--- config.mk ---
export PLATFORM = sky130hd
export DESIGN_NAME = bb3_window
export DESIGN_NICKNAME = d
export VERILOG_FILES = /design/src/rtl/bb3_pkg.sv /design/src/rtl/bb3_window.sv
export SDC_FILE = /design/constraint.sdc
export NUM_CORES = 1
export LEC_CHECK = 0
export BUFFER_PORTS_ARGS = -buffer_cell sky130_fd_sc_hd__buf_2
export CAP_MARGIN = 25
export CELL_PAD_IN_SITES_DETAIL_PLACEMENT = 0
export CELL_PAD_IN_SITES_GLOBAL_PLACEMENT = 1
export CORE_MARGIN = 2
export CORE_UTILIZATION = 32
export CTS_CLUSTER_SIZE = 8
export DETAILED_ROUTE_END_ITERATION = 10
export GPL_TIMING_DRIVEN = 0
export HOLD_SLACK_MARGIN = 0.1
export PLACE_DENSITY = 0.53
export SYNTH_ARGS = -nofsm -noshare
export SYNTH_HDL_FRONTEND = slang
export SYNTH_SLANG_ARGS = --single-unit
export TNS_END_PERCENT = 1
--- constraint.sdc ---
create_clock -name clk_i -period 10.05 [get_ports clk_i]
set_input_delay 0.5025 -clock clk_i [delete_from_list [all_inputs] [get_ports clk_i]]
set_output_delay 0.5025 -clock clk_i [all_outputs]
set_load 0.01 [all_outputs]
--- src/rtl/bb3_pkg.sv ---
package bb3_pkg;

  // Frame limits and field widths
  localparam int MAX_WIDTH    = 1024;
  localparam int MAX_HEIGHT   = 4096;
  localparam int COL_W        = $clog2(MAX_WIDTH);
  localparam int ROW_W        = $clog2(MAX_HEIGHT);
  localparam int WID_W        = 11;
  localparam int HGT_W        = 13;
  localparam int CFG_DATA_W   = 13;
  localparam int RESET_WIDTH  = 640;
  localparam int RESET_HEIGHT = 480;

  // Sum of up to nine 8-bit samples, neighbor count 1..9
  localparam int SUM_W = 12;
  localparam int CNT_W = 4;
  localparam int QUO_W = 8;

  typedef struct packed {
    logic [7:0] red;
    logic [7:0] green;
    logic [7:0] blue;
  } pix_t;

  typedef struct packed {
    pix_t older;
    pix_t newer;
  } line_pair_t;

  typedef struct packed {
    logic [SUM_W-1:0] red;
    logic [SUM_W-1:0] green;
    logic [SUM_W-1:0] blue;
  } rgb_sum_t;

  // Window control from the sequencer
  typedef struct packed {
    logic       shift;
    logic       sum;
    logic [1:0] sel;
    logic       row_ge1;
    logic       row_ge2;
    logic       col_ge1;
    logic       col_ge2;
  } win_ctrl_t;

  typedef enum logic {
    CFG_WIDTH  = 1'b0,
    CFG_HEIGHT = 1'b1
  } cfg_idx_e;

  typedef enum logic [2:0] {
    ST_IDLE,
    ST_RDMEM,
    ST_SUM,
    ST_START,
    ST_DIV,
    ST_EMIT
  } state_e;

  // Result slots of one item; bit index into the pending mask.
  // sel[1] = 1 -> output row is r, else r-1; sel[0] = 1 -> column c, else c-1
  localparam logic [1:0] RES_UP_LEFT = 2'd0;
  localparam logic [1:0] RES_UP      = 2'd1;
  localparam logic [1:0] RES_LEFT    = 2'd2;
  localparam logic [1:0] RES_HERE    = 2'd3;

endpackage

--- src/rtl/bb3_window.sv ---
module bb3_window import bb3_pkg::*; (
  input  logic             clk_i,
  input  logic             rst_ni,
  input  win_ctrl_t        ctrl_i,
  input  pix_t             above2_i,
  input  pix_t             above1_i,
  input  pix_t             pix_i,
  output rgb_sum_t         sum_o,
  output logic [CNT_W-1:0] cnt_o
);

  pix_t             win_q [3][3];
  logic [2:0]       row_ok;
  logic [2:0]       col_ok;
  rgb_sum_t         sum_d, sum_q;
  logic [CNT_W-1:0] cnt_d, cnt_q;

  always_ff @(posedge clk_i or negedge rst_ni) begin
    if (!rst_ni) begin
      for (int k = 0; k < 3; k++) begin
        for (int m = 0; m < 3; m++) begin
          win_q[k][m] <= '0;
        end
      end
    end else if (ctrl_i.shift) begin
      for (int k = 0; k < 3; k++) begin
        win_q[k][0] <= win_q[k][1];
        win_q[k][1] <= win_q[k][2];
      end
      win_q[0][2] <= above2_i;
      win_q[1][2] <= above1_i;
      win_q[2][2] <= pix_i;
    end
  end

  // Rows r-2..r and columns c-2..c; keep only those in the image and next to the center
  always_comb begin
    row_ok[0] = ctrl_i.row_ge2 & ~ctrl_i.sel[1];
    row_ok[1] = ctrl_i.row_ge1;
    row_ok[2] = 1'b1;
    col_ok[0] = ctrl_i.col_ge2 & ~ctrl_i.sel[0];
    col_ok[1] = ctrl_i.col_ge1;
    col_ok[2] = 1'b1;
  end

  always_comb begin
    sum_d = '0;
    cnt_d = '0;
    for (int k = 0; k < 3; k++) begin
      for (int m = 0; m < 3; m++) begin
        if (row_ok[k] && col_ok[m]) begin
          sum_d.red   = sum_d.red   + SUM_W'(win_q[k][m].red);
          sum_d.green = sum_d.green + SUM_W'(win_q[k][m].green);
          sum_d.blue  = sum_d.blue  + SUM_W'(win_q[k][m].blue);
          cnt_d       = cnt_d + CNT_W'(1);
        end
      end
    end
  end

  always_ff @(posedge clk_i) begin
    if (ctrl_i.sum) begin
      sum_q <= sum_d;
      cnt_q <= cnt_d;
    end
  end

  assign sum_o = sum_q;
  assign cnt_o = cnt_q;

endmodule

**Yosys cells after proc, flatten, opt, wreduce, memory -nomap -nowiden**

Index checks and enable logic that the tools add are counted.

- Add/subtract/negate cells: 32
- Mux-type cells: 16
- Bitwise logic cells: 4
- Reductions and logical operators: 4

Operator list:

| kind | count |
|---|---|
| adder 12 x 8 -> 12 bit | 24 |
| two-way mux 36 bit | 7 |
| adder 4 x 1 -> 4 bit, second input constant | 8 |
| two-way mux 32 bit | 1 |
| two-way mux 4 bit | 7 |
| logical AND 1 bit | 4 |
| AND 1 bit | 2 |
| inverter 1 bit | 2 |
| two-way mux 1 bit | 1 |

- Register bits: 256
- Input port bits: 82
- Output and inout bits: 40
- Logic and storage cells: 87

**Depth between registers and ports, before layout**

- Depth in word-level cells: 19
- Gate-level depth with buffers: 52
- Mapped depth without buffers: 51

**Least setup slack after synthesis**

No wires, ideal clock.

- Kind: input -> register
- Start: in ctrl_i[5] in the netlist's numbering
- End: reg sum_q, in the netlist sum_o[35], data pin
- Setup time: 0.158 ns
- Arrival: 9.179 ns
- Slack: 0.713 ns
- Stages on the path: 47
- Path buffers: 2
- Path through: and4bb_4 -> clkbuf_1 -> clkbuf_1 -> and2_1 -> ha_1 -> inv_1 -> fa_1 -> or3_1 -> o21ai_0 -> ha_1 -> a21oi_1 -> o21ai_0 -> a211oi_1 -> ha_1 -> nand2_1 -> o21ai_0 -> o21a_1 -> or3_1 -> [11 not listed] -> o31ai_1 -> ha_1 -> o21ai_0 -> nor2_1 -> a21oi_1 -> mux2_2 -> ha_1 -> a21boi_0 -> o21ai_0 -> o21a_1 -> ha_1 -> o21a_1 -> o21ai_0 -> nand2b_1 -> nand2_1 -> a211oi_1 -> or4b_1 -> o211ai_1

RTL lines:

| what | line | RTL |
|---|---|---|
| from (decl) | bb3_window.sv:4 | `input win_ctrl_t ctrl_i,` |
| to (signal assigned) | bb3_window.sv:63 | `sum_q <= sum_d;` |
| to (decl) | bb3_window.sv:15 | `rgb_sum_t sum_d, sum_q;` |

==> flow_summary.yaml <==
yosys:
  synth_edf_count: 40
  yosys.cell_count.top_type: "mux2_2"
  synth_area_um2: 20600
  synthTopCellsByArea: "dfrtp_1, ha_1, mux2_2, edfxtp_1, o21ai_0"
  syn_avg_cell_area_um2: 9.41
  synth_top_area_share_pct: 26.2
  synth_ff_type: "dfrtp_1"
  ys_warn_count: 0
  synthTopCellsByCount: "mux2_2, dfrtp_1, ha_1, nand2_1, o21ai_0"
  ys_seq_area_share_pct: 32.0
  yosys.area.top_type: "dfrtp_1"
  syn_inst: 2190
  synth_cell_types: 84
  synth_fp_nets: 2498
  synthArstFlopShare_pct: 84.4
  ys_ff_latch: 256
global_routing:
  grt_max_degree: 111
  grt_pass1_wl_um: 103000
  grt_usage_pct: 20.4
  grt_pass1_vias: 16973
  antenna_found_initial: 1
  overflow: 0
sta:
  fin_ws_ps: 478
  skew_ps: 16.8
  tightest_slew_ps: 1130
  hold_viol: 0
  rsz0062_at_grt: "yes"
  fin_crit_sh_pct: 95.2
  finalSetupViolCount: 0
  slew_headroom_pct: 24.1
  slew_violations: 0
  final.setup.tns_ps: 0
  fin_crit_ps: 9570
  fmax_mhz: 104
routing:
  vias_per_cell: 5.18
  wl_per_cell_um: 20.9
  antenna_left: 0
  drtIter0Drc: 775
  post-route-drc-count: 0
  dr.pass1.iters: 5
  vias: 16880
  wl_um: 68000
finish:
  layout-drive-gt1-share_pct: 21.7
  layout.cells.non_filler: 3260
  finalCoreUtilization_pct: 37.8
  n_antenna_cell: 0
  nFillCells: 6501
  nNetsFinal: 2690
  design_area_um2: 24300
  syn_to_final_growth_pct: 17.6
worst_setup_path:
  crit_top_cell: "ha_1"
  r2r-end: "sum_o[10]"
  rrSetupSlack_ps: 880
  cp_slowest_cell: "fa_1"
  arrival_ps: 9940
  crit_type: "input port to flop"
  cp_max_fo: 10
  cp-start-kind: "input port"
  cp.required_ps: 10420
  r2r_cells: 41
  max_stage_delay_ps: 480
  crit_path_end_kind: "flop"
  r2r-start: "win_q[192]"
clock_network:
  cts_buffer_depth: 3
  ctsRootBufferMaster: "clkbuf_16"
  htreeDepth: 2
  cts_tree: "yes"
  cts.sinks: 256
  clkTransAtPathRegs_ps: 50
  numCtsBuffers: 39
  insertion_delay_ps: 560
power_and_ir_drop:
  cellLeakagePower_nw: 10.5
  power_density_nw_per_um2: 194
  irDropWorstVdd_mv: 0.0978
run_status:
  status: "finished, final reports clean"
floorplan:
  die_h_um: 258
  start_util_pct: 32.2
  core-area_um2: 64100
  pin_count: 122
  die_w_um: 258
  rows: 93
  die-area_um2: 66500
place:
  place_congestion: 0.883
  dp_hpwl_um: 53200
  pre_cts_ws_ps: -1970
  dp.cells: 3173
  placed_cell_area_um2: 22400
  portBuffers: 120
min_path:
  min_from: "above2_i[1]"
  hp-class: "input port to flop"
  min_path_cells: 3
  whs_endpoint: "win_q[145]"
job:
  drv_cap: 0
==> final cells by class <==
class / instances / area, µm² / area share, %
well taps: 855 / 1070 / 4.41
flip-flops and latches: 256 / 6610 / 27.2
repair buffers: 151 / 933 / 3.85
plain buffers: 69 / 297 / 1.22
multi-input cells: 1730 / 13700 / 56.4
inverters: 135 / 507 / 2.09
clock buffers: 61 / 1130 / 4.66
clock inverters: 3 / 30.0 / 0.124
==> report_power, final <==
| part | total, mW | leakage (nW) | internal [mW] | switching (mW) |
|---|---|---|---|---|
| clock network | 1.28 | 0.563 | 0.765 | 0.514 |
| logic | 2.01 | 7.04 | 0.907 | 1.11 |
| registers | 1.41 | 2.94 | 1.29 | 0.127 |
| total | 4.70 | 10.5 | 2.96 | 1.75 |
==> layer usage <==
| layer | global-route usage [%] | wire (µm) | vias up |
|---|---|---|---|
| met1 | 26.6 | 31200 | 8210 |
| met2 | 34.3 | 32000 | 278 |
| met5 | 0 | 13 | - |
| met3 | 2.66 | 2300 | 110 |
| met4 | 7.87 | 2550 | 2 |
| li1 | - | - | 8280 |
==> flip-flops by register name, summed over array words and instances (netlist names) <==
signal,flops
cnt_o,4
sum_o,36
win_q,216
==> through the flow <==
step                hold slack (ps)  power (mW)
floorplan                       207        2.81
detailed placement              351        3.34
finish                          157        4.70
CTS                             126        4.69
global placement                481        3.31
global route                    153        5.07
==> how the worst max path moves through the flow <==
stage              start        end  cells past startpoint
2_1_floorplan  ctrl_i[5]  sum_o[35]                     47
3_3_place_gp   ctrl_i[5]  sum_o[23]                     47
3_5_place_dp   ctrl_i[5]  sum_o[35]                     43
4_1_cts        ctrl_i[4]  sum_o[35]                     49
5_1_grt        ctrl_i[5]  sum_o[35]                     44
6_report       ctrl_i[5]  sum_o[23]                     43
==> timing repair <==
item	CTS	global route
hold buffers	1	0
endpoints found under the hold margin	16	0
resized for setup	35	98
pin swaps	2	24
cloned	0	0
buffers inserted	5	16
endpoints found under the setup margin	18	12
==> cells in the final DEF (no fill, tap or decap), types with 90 or more instances in the layout <==
cell type / count
o21ai_0: 144
xnor2_1: 90
nand2_1: 176
inv_1: 134
nor2_1: 145
buf_2: 121
ha_1: 193
dfrtp_1: 216
a21oi_1: 126
mux2_2: 221
==> logic make-up (layout without fill, tap and decap cells) <==
kind of cell    count (synthesis)  count (layout)  share of synthesized area, %
compound gates                586             586                          18.1
simple gates                  531             531                          12.0
flops                         256             256                          32.0
mux                           239             239                          12.9
fa+ha+maj                     226             226                          14.6
buf+inv                       204             419                          3.72
xor+xnor                      148             148                          6.60
==> critical path, delay by kind of cell <==
kind            cells  cell delay, ps
compound gates     18            3260
buf+inv             4             590
fa+ha+maj           8            2870
mux                 1             200
xor+xnor            3             490
simple gates        9            2010
(Power assumes the default switching activity.)
