==> config.mk <==
export PLATFORM = sky130hd
export DESIGN_NAME = bb3_div
export DESIGN_NICKNAME = d
export VERILOG_FILES = /design/src/rtl/bb3_pkg.sv /design/src/rtl/bb3_div.sv
export SDC_FILE = /design/constraint.sdc
export NUM_CORES = 1
export LEC_CHECK = 0
export BUFFER_PORTS_ARGS = -buffer_cell sky130_fd_sc_hd__buf_2
export CORE_UTILIZATION = 55
export CTS_BUF_LIST = sky130_fd_sc_hd__clkbuf_8
export DETAILED_ROUTE_END_ITERATION = 16
export PLACE_DENSITY = 0.87
export SLEW_MARGIN = 20
export SYNTH_ARGS = -nofsm -noshare
export SYNTH_HDL_FRONTEND = slang
export SYNTH_SLANG_ARGS = --single-unit
==> constraint.sdc <==
create_clock -name clk_i -period 2.8 [get_ports clk_i]
set_clock_uncertainty 0.1 [all_clocks]
set_input_delay 0 -clock clk_i [delete_from_list [all_inputs] [get_ports clk_i]]
set_output_delay 0 -clock clk_i [all_outputs]
set_load 0.01 [all_outputs]
==> src/rtl/bb3_pkg.sv <==
package bb3_pkg;

  // Frame limits and field widths
  localparam int MAX_WIDTH    = 1024;
  localparam int MAX_HEIGHT   = 4096;
  localparam int COL_W        = $clog2(MAX_WIDTH);
  localparam int ROW_W        = $clog2(MAX_HEIGHT);
  localparam int WID_W        = 11;
  localparam int HGT_W        = 13;
  localparam int CFG_DATA_W   = 13;
  localparam int RESET_WIDTH  = 640;
  localparam int RESET_HEIGHT = 480;

  // Sum of up to nine 8-bit samples, neighbor count 1..9
  localparam int SUM_W = 12;
  localparam int CNT_W = 4;
  localparam int QUO_W = 8;

  typedef struct packed {
    logic [7:0] red;
    logic [7:0] green;
    logic [7:0] blue;
  } pix_t;

  typedef struct packed {
    pix_t older;
    pix_t newer;
  } line_pair_t;

  typedef struct packed {
    logic [SUM_W-1:0] red;
    logic [SUM_W-1:0] green;
    logic [SUM_W-1:0] blue;
  } rgb_sum_t;

  // Window control from the sequencer
  typedef struct packed {
    logic       shift;
    logic       sum;
    logic [1:0] sel;
    logic       row_ge1;
    logic       row_ge2;
    logic       col_ge1;
    logic       col_ge2;
  } win_ctrl_t;

  typedef enum logic {
    CFG_WIDTH  = 1'b0,
    CFG_HEIGHT = 1'b1
  } cfg_idx_e;

  typedef enum logic [2:0] {
    ST_IDLE,
    ST_RDMEM,
    ST_SUM,
    ST_START,
    ST_DIV,
    ST_EMIT
  } state_e;

  // Result slots of one item; bit index into the pending mask.
  // sel[1] = 1 -> output row is r, else r-1; sel[0] = 1 -> column c, else c-1
  localparam logic [1:0] RES_UP_LEFT = 2'd0;
  localparam logic [1:0] RES_UP      = 2'd1;
  localparam logic [1:0] RES_LEFT    = 2'd2;
  localparam logic [1:0] RES_HERE    = 2'd3;

endpackage

==> src/rtl/bb3_div.sv <==
module bb3_div import bb3_pkg::*; (
  input  logic             clk_i,
  input  logic             rst_ni,
  input  logic             start_i,
  input  rgb_sum_t         sum_i,
  input  logic [CNT_W-1:0] cnt_i,
  output pix_t             quot_o,
  output logic             done_o
);

  // Rounded mean (2*sum+cnt)/(2*cnt), one quotient bit per cycle, three channels.
  // The quotient fits QUO_W bits, so the upper numerator bits start below the divisor.
  localparam int NUM_W  = SUM_W + 1;
  localparam int DEN_W  = CNT_W + 1;
  localparam int STEP_W = $clog2(QUO_W);

  logic [NUM_W-1:0]  num     [3];
  logic [SUM_W-1:0]  sum_ch  [3];
  logic [DEN_W-1:0]  rem_q   [3];
  logic [DEN_W-1:0]  rem_d   [3];
  logic [QUO_W-1:0]  quo_q   [3];
  logic [QUO_W-1:0]  quo_d   [3];
  logic [DEN_W:0]    trial   [3];
  logic [DEN_W-1:0]  den_q;
  logic [STEP_W-1:0] step_q;
  logic              busy_q;
  logic              done_q;

  assign sum_ch[0] = sum_i.red;
  assign sum_ch[1] = sum_i.green;
  assign sum_ch[2] = sum_i.blue;

  always_comb begin
    for (int ch = 0; ch < 3; ch++) begin
      num[ch]   = {sum_ch[ch], 1'b0} + NUM_W'(cnt_i);
      trial[ch] = {rem_q[ch], quo_q[ch][QUO_W-1]};
      if (trial[ch] >= {1'b0, den_q}) begin
        rem_d[ch] = DEN_W'(trial[ch] - {1'b0, den_q});
        quo_d[ch] = {quo_q[ch][QUO_W-2:0], 1'b1};
      end else begin
        rem_d[ch] = trial[ch][DEN_W-1:0];
        quo_d[ch] = {quo_q[ch][QUO_W-2:0], 1'b0};
      end
    end
  end

  always_ff @(posedge clk_i) begin
    if (start_i) begin
      den_q <= {cnt_i, 1'b0};
      for (int ch = 0; ch < 3; ch++) begin
        rem_q[ch] <= num[ch][NUM_W-1:QUO_W];
        quo_q[ch] <= num[ch][QUO_W-1:0];
      end
    end else if (busy_q) begin
      for (int ch = 0; ch < 3; ch++) begin
        rem_q[ch] <= rem_d[ch];
        quo_q[ch] <= quo_d[ch];
      end
    end
  end

  always_ff @(posedge clk_i or negedge rst_ni) begin
    if (!rst_ni) begin
      busy_q <= 1'b0;
      done_q <= 1'b0;
      step_q <= '0;
    end else if (start_i) begin
      busy_q <= 1'b1;
      done_q <= 1'b0;
      step_q <= '0;
    end else if (busy_q) begin
      step_q <= step_q + STEP_W'(1);
      if (step_q == STEP_W'(QUO_W - 1)) begin
        busy_q <= 1'b0;
        done_q <= 1'b1;
      end
    end
  end

  assign quot_o = '{red: quo_q[0], green: quo_q[1], blue: quo_q[2]};
  assign done_o = done_q;

endmodule

== Yosys cells after proc, flatten, opt, wreduce, memory -nomap -nowiden ==
Memories as Yosys holds them, arrays and structs flattened.
Index checks and enable logic that the tools add are counted.

* Input bits: 43
* RAM bits: 39
* Word-level logic and storage cells: 51
* Memories kept: 2
* Register bits: 9

* Add/sub/neg operators: 7
* Bitwise logic cells: 6
* Magnitude comparators: 3
* Reduce and logical (&&, ||, !) cells: 3
* Eq/ne operators: 1
* Mux-type cells: 25

{| class="wikitable"
|+ Memories
! memory !! depth !! width !! read ports !! clocked after memory_dff !! wr ports !! RTL line !! RTL
|-
| quo_q || 3 || 8 || 3 || 0 || 3 || bb3_div.sv:21 || <nowiki>logic [QUO_W-1:0] quo_q [3];</nowiki>
|-
| rem_q || 3 || 5 || 3 || 0 || 3 || bb3_div.sv:19 || <nowiki>logic [DEN_W-1:0] rem_q [3];</nowiki>
|}

{| class="wikitable"
|+ Operators by type and width
! operator !! number
|-
| $add 13x4->13 || 3
|-
| $mux 5 || 6
|-
| $mux 8 || 3
|-
| $ge 6x5->1 || 3
|-
| $sub 5x5->5 || 3
|-
| $mux 1 || 14
|-
| $mux 3 || 2
|-
| $or 1x1->1 || 6
|-
| $reduce_bool 2->1 || 2
|-
| $add 3x1->3 const B || 1
|-
| $eq 3x3->1 const B || 1
|-
| $reduce_and 2->1 || 1
|}

== Depth between registers and ports, before layout ==
Gate-level depths: netlist of the first run.

* Word-level depth: 4
* Mapped depth: 8
* Gate-level depth less buffers: 8

== Worst setup path before layout of the first run ==
OpenSTA, ideal clock, no wires.

* Path type: flip-flop to flip-flop
* From: register den_q[2]
* To: memory rem_q[0][11] (netlist bit) (data pin)
* Library setup time: 0.146 ns
* Buffers on the path: 0
* Period minus slack after synthesis: 2.069 ns
* Arrival: 1.823 ns
* Stages on the path, launching flop included: 8
* Path slack: 0.731 ns
* Cells stage by stage: edfxtp_1 inv_1 ha_1 nand4b_1 nand3_1 a21oi_1 mux2_1 a21oi_1

{| class="wikitable"
|+ RTL lines
! item !! RTL line !! RTL
|-
| start, declared || bb3_div.sv:24 || <nowiki>logic [DEN_W-1:0] den_q;</nowiki>
|-
| start signal, assigned || bb3_div.sv:49 || <nowiki>den_q <= {cnt_i, 1'b0};</nowiki>
|-
| end, declared || bb3_div.sv:19 ||
|}

==> qor.csv, run 1 <==
stage,metric,value,unit
status,outcome,finished clean,
flow_run,drv_cap,0,
yosys,synth_area,3200,um2
global_routing,grt_max_degree,32,
timing,setup_violations,0,
timing,tightestPinTransition,0.468,ns
detailed_routing,vias,2574,
setup_path,critPathLaunchType,flop,
clock_tree,cts_htree_levels,2,
timing,max_freq,413,MHz
detailed_routing,wl_per_cell,15.7,um
detailed_routing,route.detailed.drc,0,
floorplanning,die_area,6120,um2
setup_path,crit_chain,"inv_1, ha_1, nand4b_1, nand3_1, a21oi_1, mux2_1, mux2i_1",
pwr,powerDensity,645,nW/um2
yosys,synth-adder-area-share,0.128,
clock_tree,cts_root_buf,clkbuf_8,
global_routing,antenna_found_initial,0,
timing,rsz0062_at_grt,false,
placed_design,dpl_worst_slack,0.463,ns
yosys,synth_area_per_cell,10.8,um2
final_layout,final_util,0.719,
final_layout,finalNetCount,459,
final_layout,mostFrequentLayoutCells,"67 x buf_2, 43 x edfxtp_1, 29 x nand2_1",
yosys,synth_warnings,0,
pwr,p_leak,0.00172,uW
timing,finalCriticalPeriod,2.42,ns
placed_design,hpwl,5110,um
global_routing,track_usage,0.260,
timing,holdWs,0.00368,ns
clock_tree,clkLatencyLatePin,0.31,ns
timing,finalCritPeriodShare,0.864,
setup_path,slowest_delay,0.49,ns
setup_path,worstPathRequired,2.86,ns
placed_design,placed_cell_area,3650,um2
setup_path,arrival,2.48,ns
yosys,synthCells,295,
timing,relSlewSlack,0.688,
detailed_routing,viasPerCell,5.60,
global_routing,grt_pass1_vias,2689,
clock_tree,post-cts-setup-buffers,0,
detailed_routing,drtIter0Drc,156,
global_routing,grt_pass1_wl,12200,um
floorplanning,ios,68,
yosys,async_reset_ff_frac,0.104,
floorplanning,fp.dieH,78.2,um
detailed_routing,wl,7230,um
final_layout,final_common_cell,buf_2,
clock_tree,cts-buffers-inserted,5,
clock_tree,cts_max_path_buffers,2,
floorplanning,die_w,78.2,um
hold_path,hold_path_class,in2reg,
placed_design,gp_congestion,0.884,
global_routing,grt_overflow,0,
yosys,ys_seq_area_frac,0.443,
setup_path,crit_buf_inv,1,
final_layout,antennaDiodeCount,0,
detailed_routing,ant_nets,0,
clock_tree,clock_sinks,48,
yosys,ys_ff_latch,48,
yosys,synth_nets,367,
yosys,synth.distinct_cells,43,
floorplanning,num_rows,27,
yosys,synth-main-ff-cell,edfxtp_1,
floorplanning,start_util,0.577,
placed_design,io_buffers,67,
timing,worst_slack,0.380,ns
clock_tree,cts_tree,done,
timing,final_hold_viol_count,0,
final_layout,drive_gt1_frac,0.227,
yosys,synth_edf_count,43,
detailed_routing,dr.pass1.iters,4,
yosys,synth-compound-area-share,0.0995,
timing,slew_violations,0,
setup_path,reg2reg_slack,0.38,ns
floorplanning,core,5540,um2
setup_path,setup.worst_path.class,reg2reg,
setup_path,critPathSlowestCell,edfxtp_1,
pwr,vdd_ir_drop_max,0.395,mV
yosys,yosys.area_share.simple,0.127,
timing,fin_tns_setup,0,ns
final_layout,final_cell_area,3980,um2
setup_path,worstPathMaxFanout,4,
yosys,synth-xor-area-share,0.0904,
yosys,synth_top_family_by_area,adder cells,
yosys,synthMuxAreaShare,0.0826,
setup_path,cp-end-kind,flop,
setup_path,path_delay_family,multiplexers,
final_layout,area_delta_synth_final,24.6,%
clock_tree,clk_pin_slew,0.09,ns
## area by class of cell
cell class | count | area, um2
Multi-Input combinational cell | 223 | 1690
Inverter | 16 | 60.1
Clock inverter | 3 | 42.5
Fill cell | 387 | 1560
Clock buffer | 5 | 68.8
Tap cell | 72 | 90.1
Sequential cell | 48 | 1420
Timing Repair Buffer | 93 | 611
## timing repair
item	CTS	global route
gates resized for setup	0	0
hold endpoints to repair	33	0
hold buffers	22	0
## per-layer routing
| metal | part of all wire | wire [um] | track usage |
|---|---|---|---|
| met2 | 0.50 | 3600 | 0.433 |
| met1 | 0.43 | 3080 | 0.326 |
| met3 | 0.044 | 317 | 0.0477 |
| met5 | 0 | 0 | 0 |
| met4 | 0.032 | 233 | 0.122 |
## synthesized netlist by cell type, types with 3 or more instances
master	count	area, um2
a21oi_1	14	70.1
and3_1	5	31.3
buf_2	3	15.0
clkbuf_1	5	18.8
dfrtp_1	5	125
edfxtp_1	43	1290
fa_1	6	120
ha_1	23	288
inv_1	16	60.1
mux2_1	9	101
mux2i_1	14	140
nand2_1	29	109
nand3_1	11	55.1
nand4_1	5	31.3
nor2_1	14	52.6
nor2b_1	5	31.3
o21ai_0	10	50.1
o21ai_1	15	75.1
xnor2_1	17	149
xor2_1	16	140
## worst min-delay path, delay by kind of cell
family / cells / cell delay [ns]
xor+xnor: 1 / 0.08
compound gates: 1 / 0.10
buf+inv: 1 / 0.12
## cell families after synthesis
family / count (synthesis)
flops: 48
fa+ha+maj: 29
compound gates: 55
buf+inv: 24
mux: 25
simple gates: 81
xor+xnor: 33
## worst paths after layout
path	startpoint	cells after the start	to
worst min-delay path	sum_i[19]	3	rem_q[0][5]
worst min register to register	done_o	2	done_o
max in group asynchronous	rst_ni	3	step_q[0]
worst max register to register	den_q[2]	7	rem_q[0][12]
worst max-delay path	den_q[2]	7	rem_q[0][12]
min in group asynchronous	rst_ni	3	step_q[2]
## power by group
group / switching, uW / leakage [uW] / internal, uW
combinational: 511 / 0.00115 / 457
clock: 252 / 0.0000541 / 265
sequential: 97.6 / 0.000519 / 988
## through the flow
stage               power [uW]  instances
detailed placement        2020        430
floorplan                 1730        295
CTS                       2560        460
global route              2730        460
finish                    2570        460
global placement          1970        430
## sequential cells by signal, summed over array words and instances (netlist names)
register	cells
busy_q	1
den_q	4
done_o	1
quo_q	24
rem_q	15
step_q	3
(Power assumes the default switching activity.)
==> run 2: changes to the inputs <==
Settings changed: CORE_UTILIZATION 55 to 51, PLACE_DENSITY 0.87 to 0.85.
Clock period 2.8 ns to 1.95 ns, I/O delays scaled along.
==> run 2 against run 1 <==
Compared with the run above: the flow now finishes with violations (hold timing, setup timing); wire length increased by 21%; count of clock-buffer cells in the layout unchanged; non-clock buffer count increased by 18; die area increased by 7.6%; total power increased by 85%; clock power increased by 71%; critical endpoint is now rem_q[0][7]; largest cell class unchanged; design area increased by 9.8%; via count increased by 6.5%; global-route usage increased by 1.3 points.
==> qor.csv, run 2 (same netlist as run 1, synthesis figures left out) <==
stage,metric,value,unit,change
pwr,seq_power_share,0.333,,was 0.422
pwr,clockPowerShare,0.186,,was 0.201
setup_path,worstPathMaxFanout,4,,unchanged
final_layout,finalNetCount,477,,was 459
placed_design,hpwl,5600,um,was 5110 um
global_routing,grt_overflow,0,,unchanged
floorplanning,ios,68,,unchanged
setup_path,r2r-start,den_q[3],,was den_q[2]
setup_path,critPathLaunchType,flop,,unchanged
timing,max_freq,478,MHz,was 413 MHz
timing,setup_violations,10,,was 0
final_layout,area_delta_synth_final,36.8,%,was 24.6%
global_routing,grt_pass1_wl,13400,um,was 12200 um
status,violations,"hold timing, setup timing",,
floorplanning,start_util,0.533,,was 0.577
placed_design,io_buffers,67,,unchanged
timing,slew_violations,0,,unchanged
clock_tree,clock_sinks,48,,unchanged
clock_tree,cts_max_path_buffers,2,,unchanged
floorplanning,die_w,81.2,um,was 78.2 um
pwr,switching_share,0.338,,was 0.335
global_routing,grt_pass1_vias,2820,,was 2689
clock_tree,cts_tree,done,,unchanged
pwr,vdd_ir_drop_max,0.550,mV,was 0.395 mV
setup_path,setup.worst_path.class,reg2reg,,unchanged
final_layout,mostFrequentLayoutCells,"67 x buf_2, 43 x edfxtp_1, 28 x nand2_1",,"was 67 x buf_2, 43 x edfxtp_1, 29 x nand2_1"
setup_path,reg2reg_depth,7,,unchanged
detailed_routing,vias,2742,,was 2574
global_routing,use_met2,0.487,,was 0.433
setup_path,crit_end,rem_q[0][7],,was rem_q[0][12]
global_routing,busiest_layer,met2,,unchanged
timing,relSlewSlack,0.664,,was 0.688
detailed_routing,route.detailed.drc,0,,unchanged
detailed_routing,ant_nets,0,,unchanged
timing,worst_slack,-0.143,ns,was 0.380 ns
setup_path,worstPathRequired,1.98,ns,was 2.86 ns
timing,tightestPinTransition,0.503,ns,was 0.468 ns
timing,finalCritPeriodShare,1.07,,was 0.864
floorplanning,fp.dieH,81.2,um,was 78.2 um
setup_path,arrival,2.13,ns,was 2.48 ns
final_layout,antennaDiodeCount,0,,unchanged
clock_tree,cts_root_buf,clkbuf_8,,unchanged
timing,rsz0062_at_grt,true,,was false
setup_path,slowest_delay,0.43,ns,was 0.49 ns
timing,finalCriticalPeriod,2.09,ns,was 2.42 ns
setup_path,reg2reg_slack,-0.14,ns,was 0.38 ns
floorplanning,core,5990,um2,was 5540 um2
pwr,powerDensity,1090,nW/um2,was 645 nW/um2
hold_path,hp-start,sum_i[9],,was sum_i[19]
setup_path,crit_start,den_q[3],,was den_q[2]
clock_tree,cts_htree_levels,2,,unchanged
final_layout,top_regs,"quo_q x24, rem_q x15, den_q x4",,unchanged
detailed_routing,drtIter0Drc,186,,was 156
final_layout,drive_gt1_frac,0.355,,was 0.227
global_routing,use_met3,0.0517,,was 0.0477
detailed_routing,wl_per_cell,18.1,um,was 15.7 um
detailed_routing,wl,8720,um,was 7230 um
flow_run,drv_cap,0,,unchanged
global_routing,grt_max_degree,35,,was 32
final_layout,top_register,quo_q,,unchanged
clock_tree,clkLatencyLatePin,0.31,ns,about the same
setup_path,crit_chain,"inv_4, ha_4, a21oi_2, o21ai_2, o2bb2ai_4, mux2_4, mux2i_2",,"was inv_1, ha_1, nand4b_1, nand3_1, a21oi_1, mux2_1, mux2i_1"
detailed_routing,viasPerCell,5.70,,was 5.60
timing,holdWs,-0.00658,ns,was 0.00368 ns
global_routing,use_met1,0.333,,was 0.326
setup_path,rr_endpoint,rem_q[0][7],,was rem_q[0][12]
final_layout,largest_reg_flops,24,,unchanged
floorplanning,num_rows,28,,was 27
status,outcome,finished with violations,,was finished clean
pwr,comb_power_share,0.482,,was 0.377
pwr,p_leak,0.00187,uW,was 0.00172 uW
clock_tree,cts-buffers-inserted,5,,unchanged
clock_tree,clk_pin_slew,0.10,ns,was 0.09 ns
pwr,internal_power,3150,uW,was 1710 uW
pwr,switchingPower,1610,uW,was 860 uW
hold_path,hold_path_class,in2reg,,unchanged
global_routing,track_usage,0.273,,was 0.260
detailed_routing,dr.pass1.iters,4,,unchanged
final_layout,final_common_cell,buf_2,,unchanged
setup_path,critPathSlowestCell,edfxtp_1,,unchanged
setup_path,cp-end-kind,flop,,unchanged
floorplanning,die_area,6590,um2,was 6120 um2
global_routing,antenna_found_initial,0,,unchanged
placed_design,gp_congestion,0.839,,was 0.884
timing,fin_tns_setup,-0.771,ns,was 0 ns
timing,final_hold_viol_count,1,,was 0
run 2: cell types whose count changed in the layout (fill, tap and decap cells not counted), moves of 3 or more:
cell,before,now
mux2_4,0,5
ha_4,0,7
buf_4,2,23
mux2i_1,14,11
a21oi_2,0,3
a21oi_1,14,9
mux2i_2,0,3
ha_1,23,16
mux2_1,9,4
dlygate4sd3_1,22,18
inv_1,16,13
run 2: worst min path at each step:
stage          slack [ns]  cells after the start      endpoint
2_1_floorplan       -0.40                      0        busy_q
3_3_place_gp        -0.28                      1        done_o
3_5_place_dp        -0.28                      1        done_o
4_1_cts            0.0005                      3  rem_q[0][12]
5_1_grt              0.02                      3  rem_q[0][12]
6_report           -0.007                      3  rem_q[0][12]
run 2: per-layer routing:
metal  up-vias  wire length (um)
li1       1293                 -
met1      1329              3570
met2       102              4560
met3        18               403
met4         0               175
met5         -                 0
run 2: repair_timing:
item,4_1_cts,5_1_grt
setup endpoints to repair,10,14
pin swaps,8,14
resized for setup,18,23
hold endpoints to repair,31,0
buffers inserted,6,5
hold buffers,18,0
run 2: critical path, delay by kind of cell, from the launching register on:
family                     cells  cell delay, ns
muxes                          2            0.54
AOI/OAI and AO/OA              3            0.49
DFF                            1            0.43
adders and majority gates      1            0.22
buffers and inverters          1            0.13
run 2: power by group through the flow:
| stage | combinational (uW) | sequential [uW] | clock [uW] |
|---|---|---|---|
| global route | 2460 | 1610 | 924 |
| global placement | 1460 | 1560 | 0 |
| finish | 2290 | 1580 | 884 |
| detailed placement | 1530 | 1570 | 0 |
| floorplan | 946 | 1590 | 0 |
| CTS | 1890 | 1560 | 893 |
run 2: final cells by class:
type                            count  area (um2)
Tap cell                           75        93.8
Multi-Input combinational cell    223        1930
Clock inverter                      3        68.8
Inverter                           16        62.6
Clock buffer                        5        68.8
Sequential cell                    48        1420
Timing Repair Buffer              111         731
Fill cell                         387        1620
run 2: per-stage QoR:
stage	total power, uW	setup slack [ns]	utilization	cell area [um2]	std cells
6_report	4760	-0.143	0.730	4370	481
5_1_grt	4990	-0.197	0.730	4370	481
4_1_cts	4340	-0.0473	0.703	4210	477
3_5_place_dp	3100	-0.182	0.626	3750	445
3_3_place_gp	3020	-0.0221	0.626	3750	445
2_1_floorplan	2530	-0.00232	-	3210	295
